--- config.mk ---
export PLATFORM = sky130hd
export DESIGN_NAME = servo_slew_limiter_tick_scheduler_top
export DESIGN_NICKNAME = d
export VERILOG_FILES = /design/src/sv/sslts_pkg.sv /design/src/sv/servo_slew_limiter_tick_scheduler_top.sv /design/src/sv/sslts_quant.sv /design/src/sv/sslts_dp.sv /design/src/sv/sslts_ctrl.sv
export SDC_FILE = /design/constraint.sdc
export NUM_CORES = 1
export LEC_CHECK = 0
export BUFFER_PORTS_ARGS = -buffer_cell sky130_fd_sc_hd__buf_4
export CAP_MARGIN = 20
export CORE_UTILIZATION = 50
export CTS_CLUSTER_SIZE = 8
export DETAILED_ROUTE_END_ITERATION = 10
export GPL_TIMING_DRIVEN = 0
export PLACE_DENSITY = 0.7
export SLEW_MARGIN = 30
export SYNTH_ARGS = -nofsm -noshare
export SYNTH_HDL_FRONTEND = slang
export SYNTH_SLANG_ARGS = --single-unit
--- constraint.sdc ---
create_clock -name clk -period 10.8 [get_ports clk]
set_input_delay 2.16 -clock clk [delete_from_list [all_inputs] [get_ports clk]]
set_output_delay 2.16 -clock clk [all_outputs]
set_load 0.02 [all_outputs]
--- src/sv/sslts_pkg.sv ---
package sslts_pkg;

	// Pulse widths are carried in microseconds.
	localparam int PULSE_BITS = 12;
	localparam int NUM_BITS   = PULSE_BITS + 1;
	localparam int QUANT_BITS = 6;
	localparam int CFG_BITS   = 8;
	localparam int CFG_IDX_BITS = 3;

	localparam int IN_FIELD_W  = 1 + 2 + 2 + 16 + 2;
	localparam int IN_DATA_W   = ((IN_FIELD_W + 7) / 8) * 8;
	localparam int OUT_FIELD_W = 6 + 2 * PULSE_BITS;
	localparam int OUT_DATA_W  = ((OUT_FIELD_W + 7) / 8) * 8;

	typedef logic [PULSE_BITS-1:0] pulse_t;
	typedef logic [QUANT_BITS-1:0] quant_t;

	localparam pulse_t PULSE_MAX     = {PULSE_BITS{1'b1}};
	localparam pulse_t CLAW_CLOSE_US = pulse_t'(1833);
	localparam pulse_t CLAW_OPEN_US  = pulse_t'(500);
	localparam pulse_t JOINT_UP_US   = pulse_t'(1833);
	localparam pulse_t JOINT_DOWN_US = pulse_t'(944);
	localparam pulse_t JOINT_HOME_US = pulse_t'(1500);
	localparam logic [3:0] UI_PERIOD = 4'd10;

	typedef enum logic [CFG_IDX_BITS-1:0] {
		CFG_CLAW_INTERVAL  = 3'd0,
		CFG_CLAW_STEP      = 3'd1,
		CFG_CLAW_DEADBAND  = 3'd2,
		CFG_CLAW_QUANT     = 3'd3,
		CFG_JOINT_INTERVAL = 3'd4,
		CFG_JOINT_STEP     = 3'd5,
		CFG_JOINT_DEADBAND = 3'd6,
		CFG_JOINT_QUANT    = 3'd7
	} cfg_idx_t;

	typedef enum logic [1:0] {
		ST_IDLE,
		ST_QUANT,
		ST_DONE
	} state_t;

	typedef struct packed {
		logic accept;
		logic load_out;
	} dp_cmd_t;

	typedef struct packed {
		logic quant_busy;
		logic out_free;
	} dp_stat_t;

endpackage

--- src/sv/servo_slew_limiter_tick_scheduler_top.sv ---
// Servo slew limiter and 1 ms tick scheduler. Each transaction on the slave
// stream is either a tick (tuser low) or the start of a timed rotation (tuser
// high), and each gives exactly one transaction on the master stream. A tick
// raises the display-refresh flag every tenth tick, advances a running timed
// rotation and reports its stop with the channel, maps the manual joint and
// claw directions to their end-point targets, and at the configured interval
// moves each servo pulse towards its target by at most one step, snapping to
// the target inside the dead band. A pulse that is written is rounded to the
// channel's quantum by a 13-bit restoring divider that yields one quotient
// bit per cycle, followed by a multiply; the claw and joint dividers run side
// by side. The result is then loaded into the output register, and the next
// item is taken once that load is done, even while the result still waits
// on the master side. A pulse field reads zero when its write flag is low,
// and the stop channel reads zero without a stop. Configuration writes are
// always taken, and should be made while no item is in flight.
module servo_slew_limiter_tick_scheduler_top (
	input  logic                               clk,
	input  logic                               arst_n,
	input  logic                               s_tvalid,
	output logic                               s_tready,
	// mode
	input  logic                               s_tuser,
	// manual_mode, joint_dir, claw_dir, rotate_ms, rotate_channel, zero fill
	input  logic [sslts_pkg::IN_DATA_W-1:0]    s_tdata,
	output logic                               m_tvalid,
	input  logic                               m_tready,
	// ui_update, rotate_stop, stop_channel, claw_write, claw_pulse,
	// joint_write, joint_pulse, zero fill
	output logic [sslts_pkg::OUT_DATA_W-1:0]   m_tdata,
	input  logic                               cfg_valid,
	output logic                               cfg_ready,
	input  logic [sslts_pkg::CFG_IDX_BITS-1:0] cfg_index,
	input  logic [sslts_pkg::CFG_BITS-1:0]     cfg_data
);
	import sslts_pkg::*;

	dp_cmd_t  cmd;
	dp_stat_t stat;

	// Registers are written in any cycle; the datapath reads them only per item.
	assign cfg_ready = 1'b1;

	sslts_ctrl u_ctrl (
		.clk      (clk),
		.arst_n   (arst_n),
		.s_tvalid (s_tvalid),
		.s_tready (s_tready),
		.stat     (stat),
		.cmd      (cmd)
	);

	sslts_dp u_dp (
		.clk       (clk),
		.arst_n    (arst_n),
		.cmd       (cmd),
		.stat      (stat),
		.s_tuser   (s_tuser),
		.s_tdata   (s_tdata),
		.cfg_valid (cfg_valid),
		.cfg_index (cfg_index),
		.cfg_data  (cfg_data),
		.m_tvalid  (m_tvalid),
		.m_tready  (m_tready),
		.m_tdata   (m_tdata)
	);

endmodule

--- src/sv/sslts_quant.sv ---
module sslts_quant (
	input  logic               clk,
	input  logic               arst_n,
	input  logic               start,
	input  sslts_pkg::pulse_t  x,
	input  sslts_pkg::quant_t  q,
	output logic               busy,
	output sslts_pkg::pulse_t  result
);
	import sslts_pkg::*;

	localparam int CNT_W  = $clog2(NUM_BITS + 1);
	localparam int PROD_W = NUM_BITS + QUANT_BITS;

	logic [NUM_BITS-1:0] num_q;
	quant_t              rem_q;
	quant_t              div_q;
	logic [CNT_W-1:0]    cnt_q;
	logic                busy_q;
	pulse_t              result_q;

	quant_t              q_eff;
	logic [NUM_BITS-1:0] num_start;
	logic [QUANT_BITS:0] rem_sh;
	logic [QUANT_BITS:0] rem_diff;
	logic                ge;
	logic [PROD_W-1:0]   prod;

	assign q_eff     = (q == '0) ? quant_t'(1) : q;
	assign num_start = NUM_BITS'(x) + NUM_BITS'(q_eff >> 1);
	assign rem_sh    = {rem_q, num_q[NUM_BITS-1]};
	assign rem_diff  = rem_sh - {1'b0, div_q};
	assign ge        = rem_sh >= {1'b0, div_q};
	assign prod      = PROD_W'(num_q) * PROD_W'(div_q);

	// Restoring division, one quotient bit per cycle; the quotient shifts into num_q.
	always_ff @(posedge clk or negedge arst_n) begin
		if (!arst_n) begin
			busy_q <= 1'b0;
			cnt_q  <= '0;
		end else if (start) begin
			busy_q <= 1'b1;
			cnt_q  <= CNT_W'(NUM_BITS);
		end else if (busy_q) begin
			if (cnt_q != '0) begin
				cnt_q <= cnt_q - CNT_W'(1);
			end else begin
				busy_q <= 1'b0;
			end
		end
	end

	always_ff @(posedge clk) begin
		if (start) begin
			num_q <= num_start;
			rem_q <= '0;
			div_q <= q_eff;
		end else if (busy_q) begin
			if (cnt_q != '0) begin
				rem_q <= ge ? rem_diff[QUANT_BITS-1:0] : rem_sh[QUANT_BITS-1:0];
				num_q <= {num_q[NUM_BITS-2:0], ge};
			end else begin
				result_q <= (prod > PROD_W'(PULSE_MAX)) ? PULSE_MAX : prod[PULSE_BITS-1:0];
			end
		end
	end

	assign busy   = busy_q;
	assign result = result_q;

endmodule

--- src/sv/sslts_dp.sv ---
module sslts_dp (
	input  logic                              clk,
	input  logic                              arst_n,
	input  sslts_pkg::dp_cmd_t                cmd,
	output sslts_pkg::dp_stat_t               stat,
	input  logic                              s_tuser,
	input  logic [sslts_pkg::IN_DATA_W-1:0]   s_tdata,
	input  logic                              cfg_valid,
	input  logic [sslts_pkg::CFG_IDX_BITS-1:0] cfg_index,
	input  logic [sslts_pkg::CFG_BITS-1:0]    cfg_data,
	output logic                              m_tvalid,
	input  logic                              m_tready,
	output logic [sslts_pkg::OUT_DATA_W-1:0]  m_tdata
);
	import sslts_pkg::*;

	typedef struct packed {
		pulse_t cur;
		logic   moving;
	} slew_t;

	typedef struct packed {
		logic       ui;
		logic       stop;
		logic [1:0] ch;
		logic       cw;
		logic       jw;
	} flags_t;

	function automatic slew_t slew_step(input pulse_t cur, input pulse_t tgt,
			input logic [7:0] step, input logic [7:0] band);
		pulse_t d;
		pulse_t dd;
		slew_t  r;
		d = (cur > tgt) ? (cur - tgt) : (tgt - cur);
		dd = (d > pulse_t'(step)) ? pulse_t'(step) : d;
		if (d <= pulse_t'(band)) begin
			r.cur    = tgt;
			r.moving = 1'b0;
		end else begin
			r.cur    = (cur < tgt) ? (cur + dd) : (cur - dd);
			r.moving = 1'b1;
		end
		return r;
	endfunction

	// Configuration registers.
	logic [7:0] claw_interval_q, claw_step_q, claw_band_q;
	logic [7:0] joint_interval_q, joint_step_q, joint_band_q;
	quant_t     claw_quant_q, joint_quant_q;

	// Block state.
	logic [3:0]  ui_cnt_q;
	logic [7:0]  claw_cnt_q, joint_cnt_q;
	pulse_t      claw_cur_q, claw_tgt_q, joint_cur_q, joint_tgt_q, joint_last_q;
	logic        claw_mov_q, joint_mov_q;
	logic        rot_q;
	logic [15:0] elapsed_q, limit_q;
	logic [1:0]  chan_q;
	flags_t      flags_q;

	logic                  out_valid_q;
	logic [OUT_DATA_W-1:0] out_data_q;

	// Input fields.
	logic        mode, manual;
	logic [1:0]  joint_dir, claw_dir;
	logic [15:0] rotate_ms;
	logic [1:0]  rotate_channel;

	logic [3:0]  ui_inc;
	logic        ui_hit;
	logic [15:0] el_inc;
	logic        stop;
	pulse_t      jt_m, ct_m;
	logic        jm_m, cm_m;
	logic [7:0]  claw_inc, joint_inc;
	logic        claw_fire, joint_fire;
	logic        cw, jw;
	slew_t       claw_sl, joint_sl;
	logic        claw_busy, joint_busy;
	pulse_t      claw_res, joint_res;
	pulse_t      claw_pulse, joint_pulse;

	assign mode           = s_tuser;
	assign manual         = s_tdata[0];
	assign joint_dir      = s_tdata[2:1];
	assign claw_dir       = s_tdata[4:3];
	assign rotate_ms      = s_tdata[20:5];
	assign rotate_channel = s_tdata[22:21];

	always_comb begin
		ui_inc = ui_cnt_q + 4'd1;
		ui_hit = ui_inc >= UI_PERIOD;
		el_inc = elapsed_q + 16'd1;
		stop   = rot_q && (el_inc >= limit_q);

		jt_m = joint_tgt_q;
		jm_m = joint_mov_q;
		ct_m = claw_tgt_q;
		cm_m = claw_mov_q;
		if (manual) begin
			if (joint_dir == 2'b01) begin
				jt_m = JOINT_UP_US;
				jm_m = 1'b1;
			end else if (joint_dir[1]) begin
				jt_m = JOINT_DOWN_US;
				jm_m = 1'b1;
			end else begin
				jt_m = joint_cur_q;
				jm_m = 1'b0;
			end
			if (claw_dir == 2'b01) begin
				ct_m = CLAW_CLOSE_US;
				cm_m = 1'b1;
			end else if (claw_dir[1]) begin
				ct_m = CLAW_OPEN_US;
				cm_m = 1'b1;
			end
		end

		claw_inc   = claw_cnt_q + 8'd1;
		joint_inc  = joint_cnt_q + 8'd1;
		claw_fire  = claw_inc >= claw_interval_q;
		joint_fire = joint_inc >= joint_interval_q;
		cw         = claw_fire && cm_m;
		jw         = joint_fire && jm_m;
		claw_sl    = slew_step(claw_cur_q, ct_m, claw_step_q, claw_band_q);
		joint_sl   = slew_step(joint_cur_q, jt_m, joint_step_q, joint_band_q);
	end

	sslts_quant u_claw_quant (
		.clk    (clk),
		.arst_n (arst_n),
		.start  (cmd.accept),
		.x      (claw_sl.cur),
		.q      (claw_quant_q),
		.busy   (claw_busy),
		.result (claw_res)
	);

	sslts_quant u_joint_quant (
		.clk    (clk),
		.arst_n (arst_n),
		.start  (cmd.accept),
		.x      (joint_sl.cur),
		.q      (joint_quant_q),
		.busy   (joint_busy),
		.result (joint_res)
	);

	always_ff @(posedge clk or negedge arst_n) begin
		if (!arst_n) begin
			claw_interval_q  <= 8'd20;
			claw_step_q      <= 8'd10;
			claw_band_q      <= 8'd3;
			claw_quant_q     <= quant_t'(5);
			joint_interval_q <= 8'd20;
			joint_step_q     <= 8'd10;
			joint_band_q     <= 8'd2;
			joint_quant_q    <= quant_t'(2);
		end else if (cfg_valid) begin
			case (cfg_idx_t'(cfg_index))
				CFG_CLAW_INTERVAL:  claw_interval_q  <= cfg_data;
				CFG_CLAW_STEP:      claw_step_q      <= cfg_data;
				CFG_CLAW_DEADBAND:  claw_band_q      <= cfg_data;
				CFG_CLAW_QUANT:     claw_quant_q     <= cfg_data[QUANT_BITS-1:0];
				CFG_JOINT_INTERVAL: joint_interval_q <= cfg_data;
				CFG_JOINT_STEP:     joint_step_q     <= cfg_data;
				CFG_JOINT_DEADBAND: joint_band_q     <= cfg_data;
				CFG_JOINT_QUANT:    joint_quant_q    <= cfg_data[QUANT_BITS-1:0];
				default: ;
			endcase
		end
	end

	always_ff @(posedge clk or negedge arst_n) begin
		if (!arst_n) begin
			ui_cnt_q     <= '0;
			claw_cnt_q   <= '0;
			joint_cnt_q  <= '0;
			claw_cur_q   <= CLAW_OPEN_US;
			claw_tgt_q   <= CLAW_OPEN_US;
			claw_mov_q   <= 1'b0;
			joint_cur_q  <= JOINT_HOME_US;
			joint_tgt_q  <= JOINT_HOME_US;
			joint_mov_q  <= 1'b0;
			joint_last_q <= JOINT_HOME_US;
			rot_q        <= 1'b0;
			elapsed_q    <= '0;
			limit_q      <= '0;
			chan_q       <= '0;
			flags_q      <= '0;
		end else begin
			if (cmd.accept && mode) begin
				rot_q     <= 1'b1;
				elapsed_q <= '0;
				limit_q   <= rotate_ms;
				chan_q    <= rotate_channel;
				flags_q   <= '0;
			end else if (cmd.accept) begin
				ui_cnt_q <= ui_hit ? 4'd0 : ui_inc;
				if (rot_q) begin
					elapsed_q <= el_inc;
					if (stop) begin
						rot_q <= 1'b0;
					end
				end
				claw_cnt_q  <= claw_fire ? 8'd0 : claw_inc;
				joint_cnt_q <= joint_fire ? 8'd0 : joint_inc;
				claw_tgt_q  <= ct_m;
				claw_mov_q  <= cm_m;
				if (cw) begin
					claw_cur_q <= claw_sl.cur;
					claw_mov_q <= claw_sl.moving;
				end
				joint_tgt_q <= jt_m;
				joint_mov_q <= jm_m;
				if (jw) begin
					joint_cur_q <= joint_sl.cur;
					joint_mov_q <= joint_sl.moving;
				end else if (joint_fire) begin
					joint_cur_q <= joint_last_q;
					joint_tgt_q <= joint_last_q;
				end
				flags_q <= '{ui: ui_hit, stop: stop, ch: stop ? chan_q : 2'd0,
					cw: cw, jw: jw};
			end
			if (cmd.load_out && flags_q.jw) begin
				joint_last_q <= joint_res;
			end
		end
	end

	assign claw_pulse  = flags_q.cw ? claw_res : '0;
	assign joint_pulse = flags_q.jw ? joint_res : '0;

	always_ff @(posedge clk or negedge arst_n) begin
		if (!arst_n) begin
			out_valid_q <= 1'b0;
		end else if (cmd.load_out) begin
			out_valid_q <= 1'b1;
		end else if (m_tready) begin
			out_valid_q <= 1'b0;
		end
	end

	always_ff @(posedge clk) begin
		if (cmd.load_out) begin
			out_data_q <= OUT_DATA_W'({joint_pulse, flags_q.jw, claw_pulse, flags_q.cw,
				flags_q.ch, flags_q.stop, flags_q.ui});
		end
	end

	assign stat.quant_busy = claw_busy || joint_busy;
	assign stat.out_free   = !out_valid_q || m_tready;
	assign m_tvalid        = out_valid_q;
	assign m_tdata         = out_data_q;

endmodule

--- src/sv/sslts_ctrl.sv ---
module sslts_ctrl (
	input  logic                 clk,
	input  logic                 arst_n,
	input  logic                 s_tvalid,
	output logic                 s_tready,
	input  sslts_pkg::dp_stat_t  stat,
	output sslts_pkg::dp_cmd_t   cmd
);
	import sslts_pkg::*;

	state_t state_q;
	state_t state_d;

	always_ff @(posedge clk or negedge arst_n) begin
		if (!arst_n) begin
			state_q <= ST_IDLE;
		end else begin
			state_q <= state_d;
		end
	end

	always_comb begin
		state_d = state_q;
		case (state_q)
			ST_IDLE: begin
				if (s_tvalid) begin
					state_d = ST_QUANT;
				end
			end
			ST_QUANT: begin
				if (!stat.quant_busy) begin
					state_d = ST_DONE;
				end
			end
			ST_DONE: begin
				if (stat.out_free) begin
					state_d = ST_IDLE;
				end
			end
			default: state_d = ST_IDLE;
		endcase
	end

	always_comb begin
		s_tready     = 1'b0;
		cmd.accept   = 1'b0;
		cmd.load_out = 1'b0;
		case (state_q)
			ST_IDLE: begin
				s_tready   = 1'b1;
				cmd.accept = s_tvalid;
			end
			ST_DONE: begin
				cmd.load_out = stat.out_free;
			end
			default: ;
		endcase
	end

endmodule

==> metrics.md, run 1 <==
| Metric | Value |
|---|---|
| Unrepaired setup endpoints after global routing | no |
| Nets@finish | 3131 |
| Layout cell share with drive strength beyond 1 | 10.4% |
| Initial antenna violation count | 2 |
| Hold Buf Count CTS | 0 |
| VDD IR max | 0.205 mV |
| Sw Ratio | 47.3% |
| Hold Crit Class | reg2reg |
| Post-CTS setup buffers | 0 |
| Final Hold Viols | 0 |
| CP Max Fanout | 16 |
| Clk sinks | 300 |
| Port buffer count | 67 |
| PwrDens | 362 nW/um^2 |
| Crit path DAT | 10.67 ns |
| Synth Area in Compound Gates | 16.1% |
| Measured slew at the worst slew-check pin | 0.933 ns |
| Crit path capture type | register |
| Initial Utilization | 50.6% |
| CTS tree | built |
| Slew Viols, Final | 0 |
| Largest family of logic cells by synthesized area | adder cells |
| Global-route wire length before repair | 98100 microns |
| Yosys warns | 0 |
| Synthesis-to-layout area growth | 11.2% |
| CTS clk-pin slew, worst paths | 0.06 ns |
| Vias | 19400 |
| CP startpoint kind | input pin |
| Fmax | 96.3 MHz |
| Simple-gate share of the synthesized area | 16.7% |
| Final ANT Viol Nets | 0 |
| Synthesis-stage register bit count | 300 |
| Net Sw Power | 4570 uW |
| DR WL/cell | 17.5 microns |
| Final worst slack | 0.411 ns |
| Post-Synth XOR/XNOR Area | 4.44% |
| CTS H-Tree Depth | 2 |
| Mapped cell area | 24100 sq um |
| Max-Cap Viols | 0 |
| Die ar. | 49000 sq um |
| Cts bufs inserted | 43 |
| WP data required | 11.08 ns |
| Die span in x | 221 microns |
| Wirelength, routed | 60000 microns |
| Mux cell area share after synthesis | 3.91% |
| Antenna fix cells | 0 |
| Core area | 47500 sq um |
| Setup_tns | 0 ns |
| Max stage delay on crit path | 0.54 ns |
| DP Worst Slack | -0.732 ns |
| Syn_area_per_cell | 9.05 sq um |
| CP max stage cell | or4_1 |
| Post-synthesis cell type count | 98 |
| Remaining global-route overflow | 0 |
| DRT iter0 DRCs | 1453 |
| Buf/Inv on CP | 10 |
| Share of flip-flops with an asynchronous set or reset after synthesis | 65.3% |
| Main synth FF type | dfrtp_1 |
| Relative slew margins | 37.6% |
| Die H | 221 microns |
| Adder-Cell Fraction of Synth Area | 19.6% |
| Vias in the first global route | 18900 |
| Internal power | 5100 uW |
| Drt pass-1 iters | 5 |
| Tot GR Track Use | 24.7% |
| Standard-cell rows | 80 |
| Mapped Cells | 2659 |
| Delay-heaviest family, CP | simple AND/OR/NAND/NOR gates |
| Overall Power | 9670 uW |
| DR vias/cell | 5.65 |
| Placer Congestion | 0.955 |
| Final HPWL DP | 46700 microns |
| Commonest non-fill, non-tap cell in the layout | nand2_1 |
| Top Ports | 76 |
| Clock Latency Late Sink | 0.58 ns |
| Post-route minimum period | 10.39 ns |
| Comb pwr share | 68.2% |
| Lkg Pwr | 0.0123 uW |
| DR DRC count | 0 |
| Post-synth EDFFs | 92 |
| Final setup violation count | 0 |
| Most frequent cells in the layout | nand2_1 (364), inv_1 (267), ha_1 (216) |
| Clk pwr share | 13.2% |
| Fill cells | 4144 |
| Largest net degree at the start of global routing | 70 |
| Final period util | 96.2% |
| Register area share after synthesis | 33.1% |
| Final Skew | 0.0308 ns |
| Clock Path Buffers | 3 |
| Root Driver | clkbuf_16 |
| Status | finished, final reports clean |
| Setup Crit Path Kind | in2reg |
| Sequential share of power | 18.7% |
## power groups by stage
stage	combinational, uW	sequential [uW]	clock [uW]
finish	6600	1800	1270
floorplan	5130	1720	0
CTS	6550	1800	1290
global placement	6250	1800	0
global route	7480	1840	1340
detailed placement	6470	1810	0
## worst reg2reg max path: cells and delay by family (launching register included)
family,cells,cell delay [ns]
compound gates,14,2.63
fa+ha+maj,5,1.71
simple gates,7,1.40
buf+inv,5,0.86
xor+xnor,3,0.73
mux,2,0.59
flops,1,0.38
## synthesized netlist by cell type, types with 13 or more instances
master / instances / area [sq um]
a211oi_1: 15 / 113
a21o_1: 57 / 428
a21oi_1: 128 / 641
a31oi_1: 14 / 87.6
and2_1: 90 / 563
and3_1: 20 / 125
buf_2: 18 / 90.1
clkbuf_1: 74 / 278
dfrtp_1: 149 / 3730
dfstp_2: 47 / 1230
edfxtp_1: 92 / 2760
fa_1: 100 / 2000
ha_1: 216 / 2700
inv_1: 267 / 1000
mux2_2: 52 / 586
mux2i_1: 34 / 340
nand2_1: 364 / 1370
nand2b_1: 33 / 206
nand3_1: 43 / 215
nand4_1: 18 / 113
nor2_1: 176 / 661
nor2b_1: 28 / 175
nor3_1: 21 / 105
o211ai_1: 13 / 97.6
o21a_1: 23 / 173
o21ai_0: 213 / 1070
o31ai_1: 16 / 120
or3_1: 13 / 81.3
xnor2_1: 73 / 639
xor2_1: 47 / 412
## path summary, 6_finish.rpt
kind | slack [ns] | start | depth (start not counted) | to
worst min-delay path | 0.44 | u_dp.flags_q[2] | 0 | u_dp.m_tdata[2]
max in group asynchronous | 8.12 | arst_n | 3 | u_dp.joint_cur_q[7]
worst max-delay path | 0.41 | s_tdata[0] | 40 | u_dp.u_claw_quant.num_q[10]
worst max register to register | 2.23 | u_dp.claw_tgt_q[0] | 36 | u_dp.u_claw_quant.num_q[10]
min in group asynchronous | 1.56 | arst_n | 1 | u_dp.elapsed_q[1]
worst min register to register | 0.44 | u_dp.flags_q[2] | 0 | u_dp.m_tdata[2]
## per-stage QoR
stage,hold slack (ns),utilization [%],instance area [sq um],std cells
CTS,0.438,56.2,26700,3425
finish,0.445,56.2,26700,3424
global placement,0.431,53.3,25300,3342
global route,0.462,56.2,26700,3424
detailed placement,0.440,53.5,25400,3345
floorplan,0.425,-,24100,2660
## flip-flops by register name, summed over array words and instances, names as in the netlist, 12 cells and up
register	flops
u_dp.joint_cur_q	12
u_dp.limit_q	16
u_dp.u_claw_quant.num_q	13
u_dp.m_tdata	30
u_dp.joint_last_q	12
u_dp.joint_tgt_q	12
u_dp.u_joint_quant.result	12
u_dp.u_claw_quant.result	12
u_dp.u_joint_quant.num_q	13
u_dp.elapsed_q	16
u_dp.claw_tgt_q	12
u_dp.claw_cur_q	12
## logic make-up after synthesis
group                    count (synthesis)
adder cells (fa/ha/maj)                316
AND/OR/NAND/NOR                        854
buffers and inverters                  374
flip-flops                             300
AO/OA/AOI/OAI                          605
XOR/XNOR                               121
other                                    2
multiplexers                            87
## per-layer routing
metal	wire length (microns)	track usage, %
met5	13	0
met4	1660	7.76
met3	3410	3.56
met2	26800	38.9
met1	28100	35.0
## cell type report
class / count / area (sq um) / share of cell area, %
flip-flops and latches: 300 / 7970 / 29.8
clock buffers: 77 / 1220 / 4.58
clock inverters: 3 / 26.3 / 0.0983
inverters: 267 / 1000 / 3.75
multi-input cells: 1986 / 14700 / 54.9
well taps: 615 / 769 / 2.88
repair buffers: 70 / 593 / 2.22
plain buffers: 106 / 473 / 1.77
## timing repair
| item | CTS | global route |
|---|---|---|
| gates resized for setup | 4 | 13 |
| pin swaps | 0 | 0 |
| endpoints found under the setup margin | 8 | 19 |
| hold endpoints to repair | 0 | 0 |
Power figures use the tool's default switching activity.
==> inputs of run 2 (changes only) <==
--- a/config.mk
+++ b/config.mk
@@ -12,6 +12,7 @@
 export DETAILED_ROUTE_END_ITERATION = 10
 export GPL_TIMING_DRIVEN = 0
 export PLACE_DENSITY = 0.7
+export RECOVER_POWER = 100
 export SLEW_MARGIN = 30
 export SYNTH_ARGS = -nofsm -noshare
 export SYNTH_HDL_FRONTEND = slang
==> run 2 against run 1 <==
The flow now finishes with violations (max-capacitance violations, max-slew violations). First-iteration DRC count down 9.4%. Clock skew up 0.0030 ns. Fmax down 0.12%. Critical path depth unchanged. Via count up 0.13%. Sequential power about the same. Final cell count unchanged. Critical path type unchanged. Largest cell class unchanged.
==> metrics.md, run 2 (same netlist as run 1, synthesis figures left out) <==
| Metric | Value |
|---|---|
| Status | finished, violations left |
| Failing checks | max-capacitance violations, max-slew violations |
| Commonest non-fill, non-tap cell in the layout | nand2_1 |
| CP startpoint kind | input pin |
| Max FFs per register | 30 (unchanged) |
| Antenna fix cells | 0 (unchanged) |
| Overall Power | 9630 uW (-0.42%) |
| Largest net degree at the start of global routing | 70 (unchanged) |
| Hold Crit Class | reg2reg |
| Global-route wire length before repair | 98100 microns (unchanged) |
| Initial antenna violation count | 2 (unchanged) |
| Remaining global-route overflow | 0 (unchanged) |
| WP data required | 11.08 ns (about the same) |
| Wirelength, routed | 60000 microns (about the same) |
| Setup_tns | 0 ns (unchanged) |
| DRT iter0 DRCs | 1317 (-9.4%) |
| DR DRC count | 0 (unchanged) |
| Final ANT Viol Nets | 0 (unchanged) |
| PwrDens | 363 nW/um^2 (+0.45%) |
| Die ar. | 49000 sq um (unchanged) |
| Clock Path Buffers | 3 (unchanged) |
| Post-route minimum period | 10.40 ns (+0.0123 ns) |
| Clk sinks | 300 (unchanged) |
| VDD IR max | 0.206 mV (+0.22%) |
| Port buffer count | 67 (unchanged) |
| Final Hold Viols | 0 (unchanged) |
| Top Ports | 76 (unchanged) |
| Length of routed wiring on met1 | 28200 microns (+0.29%) |
| Core area | 47500 sq um (unchanged) |
| Final period util | 96.3% (+0.11 points) |
| DR WL/cell | 17.5 microns (about the same) |
| CP Max Fanout | 16 (unchanged) |
| Met3 Wirelength | 3330 microns (-2.3%) |
| Final HPWL DP | 46700 microns (unchanged) |
| Die span in x | 221 microns (unchanged) |
| Reg-to-reg slack, setup | 2.24 ns (about the same) |
| Max stage delay on crit path | 0.54 ns (about the same) |
| Hold Buf Count CTS | 0 (unchanged) |
| Most frequent cells in the layout | nand2_1 (364), inv_1 (267), ha_1 (216) |
| Synthesis-to-layout area growth | 10.2% |
| Root Driver | clkbuf_16 |
| Drt pass-1 iters | 5 (unchanged) |
| Nets@finish | 3131 (unchanged) |
| Max-Cap Viols | 4 (+4) |
| DR vias/cell | 5.66 (+0.13%) |
| Clock Latency Late Sink | 0.58 ns (about the same) |
| CP max stage cell | or4_1 |
| Layout cell share with drive strength beyond 1 | 8.65% (-1.7 points) |
| Measured slew at the worst slew-check pin | 3.89 ns (+2.96 ns) |
| Buf/Inv on CP | 10 (unchanged) |
| Standard-cell rows | 80 (unchanged) |
| Crit path DAT | 10.68 ns (about the same) |
| Placer Congestion | 0.955 (unchanged) |
| Delay-heaviest family, CP | simple AND/OR/NAND/NOR gates |
| Unrepaired setup endpoints after global routing | no |
| Setup Crit Path Kind | in2reg |
| CTS tree | built |
| Relative slew margins | -159% (-200 points) |
| Tot GR Track Use | 24.7% (unchanged) |
| Initial Utilization | 50.6% (unchanged) |
| Top Metal Used | met5 |
| Lkg Pwr | 0.0122 uW (-1.6%) |
| Die H | 221 microns (unchanged) |
| CTS clk-pin slew, worst paths | 0.06 ns (about the same) |
| Met2 wire length | 26900 microns (+0.36%) |
| Vias in the first global route | 18900 (unchanged) |
| CTS H-Tree Depth | 2 (unchanged) |
| Vias | 19400 (+0.13%) |
| Final Skew | 0.0338 ns (+0.00301 ns) |
| Final setup violation count | 0 (unchanged) |
| Crit path capture type | register |
| Cts bufs inserted | 43 (unchanged) |
| Fmax | 96.1 MHz (-0.12%) |
| Slew Viols, Final | 219 (+219) |
[run 2: cell count changes in the layout (fill, tap and decap cells not counted), moves of 3 or more]
cell	previous run	this run
and2_0	0	20
and2_1	90	70
buf_16	3	0
buf_4	72	37
clkbuf_1	105	144
mux2_1	0	4
mux2_2	52	48
[run 2: worst paths after layout]
| check | startpoint | to | depth (start not counted) |
|---|---|---|---|
| max | s_tdata[0] | u_dp.u_claw_quant.num_q[10] | 40 |
| min reg2reg | u_dp.flags_q[2] | u_dp.m_tdata[2] | 0 |
| max reg2reg | u_dp.claw_tgt_q[0] | u_dp.u_claw_quant.num_q[10] | 36 |
| min in group asynchronous | arst_n | u_dp.elapsed_q[1] | 1 |
| max in group asynchronous | arst_n | u_dp.joint_cur_q[5] | 3 |
| min | u_dp.flags_q[2] | u_dp.m_tdata[2] | 0 |
[run 2: worst register-to-register path: cells and delay by family, from the launching register on]
family	cells	cell delay (ns)
buffers and inverters	5	0.85
AO/OA/AOI/OAI	14	2.63
XOR/XNOR	3	0.73
flip-flops	1	0.37
AND/OR/NAND/NOR	7	1.39
multiplexers	2	0.58
adder cells (fa/ha/maj)	5	1.71
[run 2: through the flow]
| step | instance area (sq um) | hold slack, ns | worst slack [ns] | util (%) | cells |
|---|---|---|---|---|---|
| final | 26500 | 0.445 | 0.398 | 55.8 | 3424 |
| after global routing | 26500 | 0.462 | 0.0205 | 55.8 | 3424 |
| after floorplan | 24100 | 0.425 | 1.19 | - | 2660 |
| after CTS | 26700 | 0.438 | 0.0292 | 56.2 | 3425 |
| after global placement | 25300 | 0.431 | -0.548 | 53.3 | 3342 |
| after detailed placement | 25400 | 0.440 | -0.732 | 53.5 | 3345 |
[run 2: layer usage]
layer / GRT usage [%] / vias up
met3: 3.56 / 106
met5: 0 / -
met4: 7.76 / 2
li1: - / 9325
met2: 38.9 / 510
met1: 35.0 / 9439
[run 2: timing repair]
action                     in CTS  in global routing
hold endpoints to repair        0                  0
buffers inserted                0                  0
resized for setup               4                 13
setup endpoints to repair       8                 19
cloned                          0                  0
[run 2: cell type report]
class | instances | area, sq um
timing repair buffer | 70 | 388
clock inverter | 3 | 26.3
fill | 4176 | 21000
tap | 615 | 769
sequential | 300 | 7970
multi-input combinational | 1986 | 14700
inverter | 267 | 1000
clock buffer | 77 | 1220
buffer | 106 | 470
[run 2: report_power, final]
part | switching [uW] | internal, uW | total [uW]
Sequential | 265 | 1540 | 1800
Clock | 513 | 760 | 1270
Combinational | 3770 | 2780 | 6560
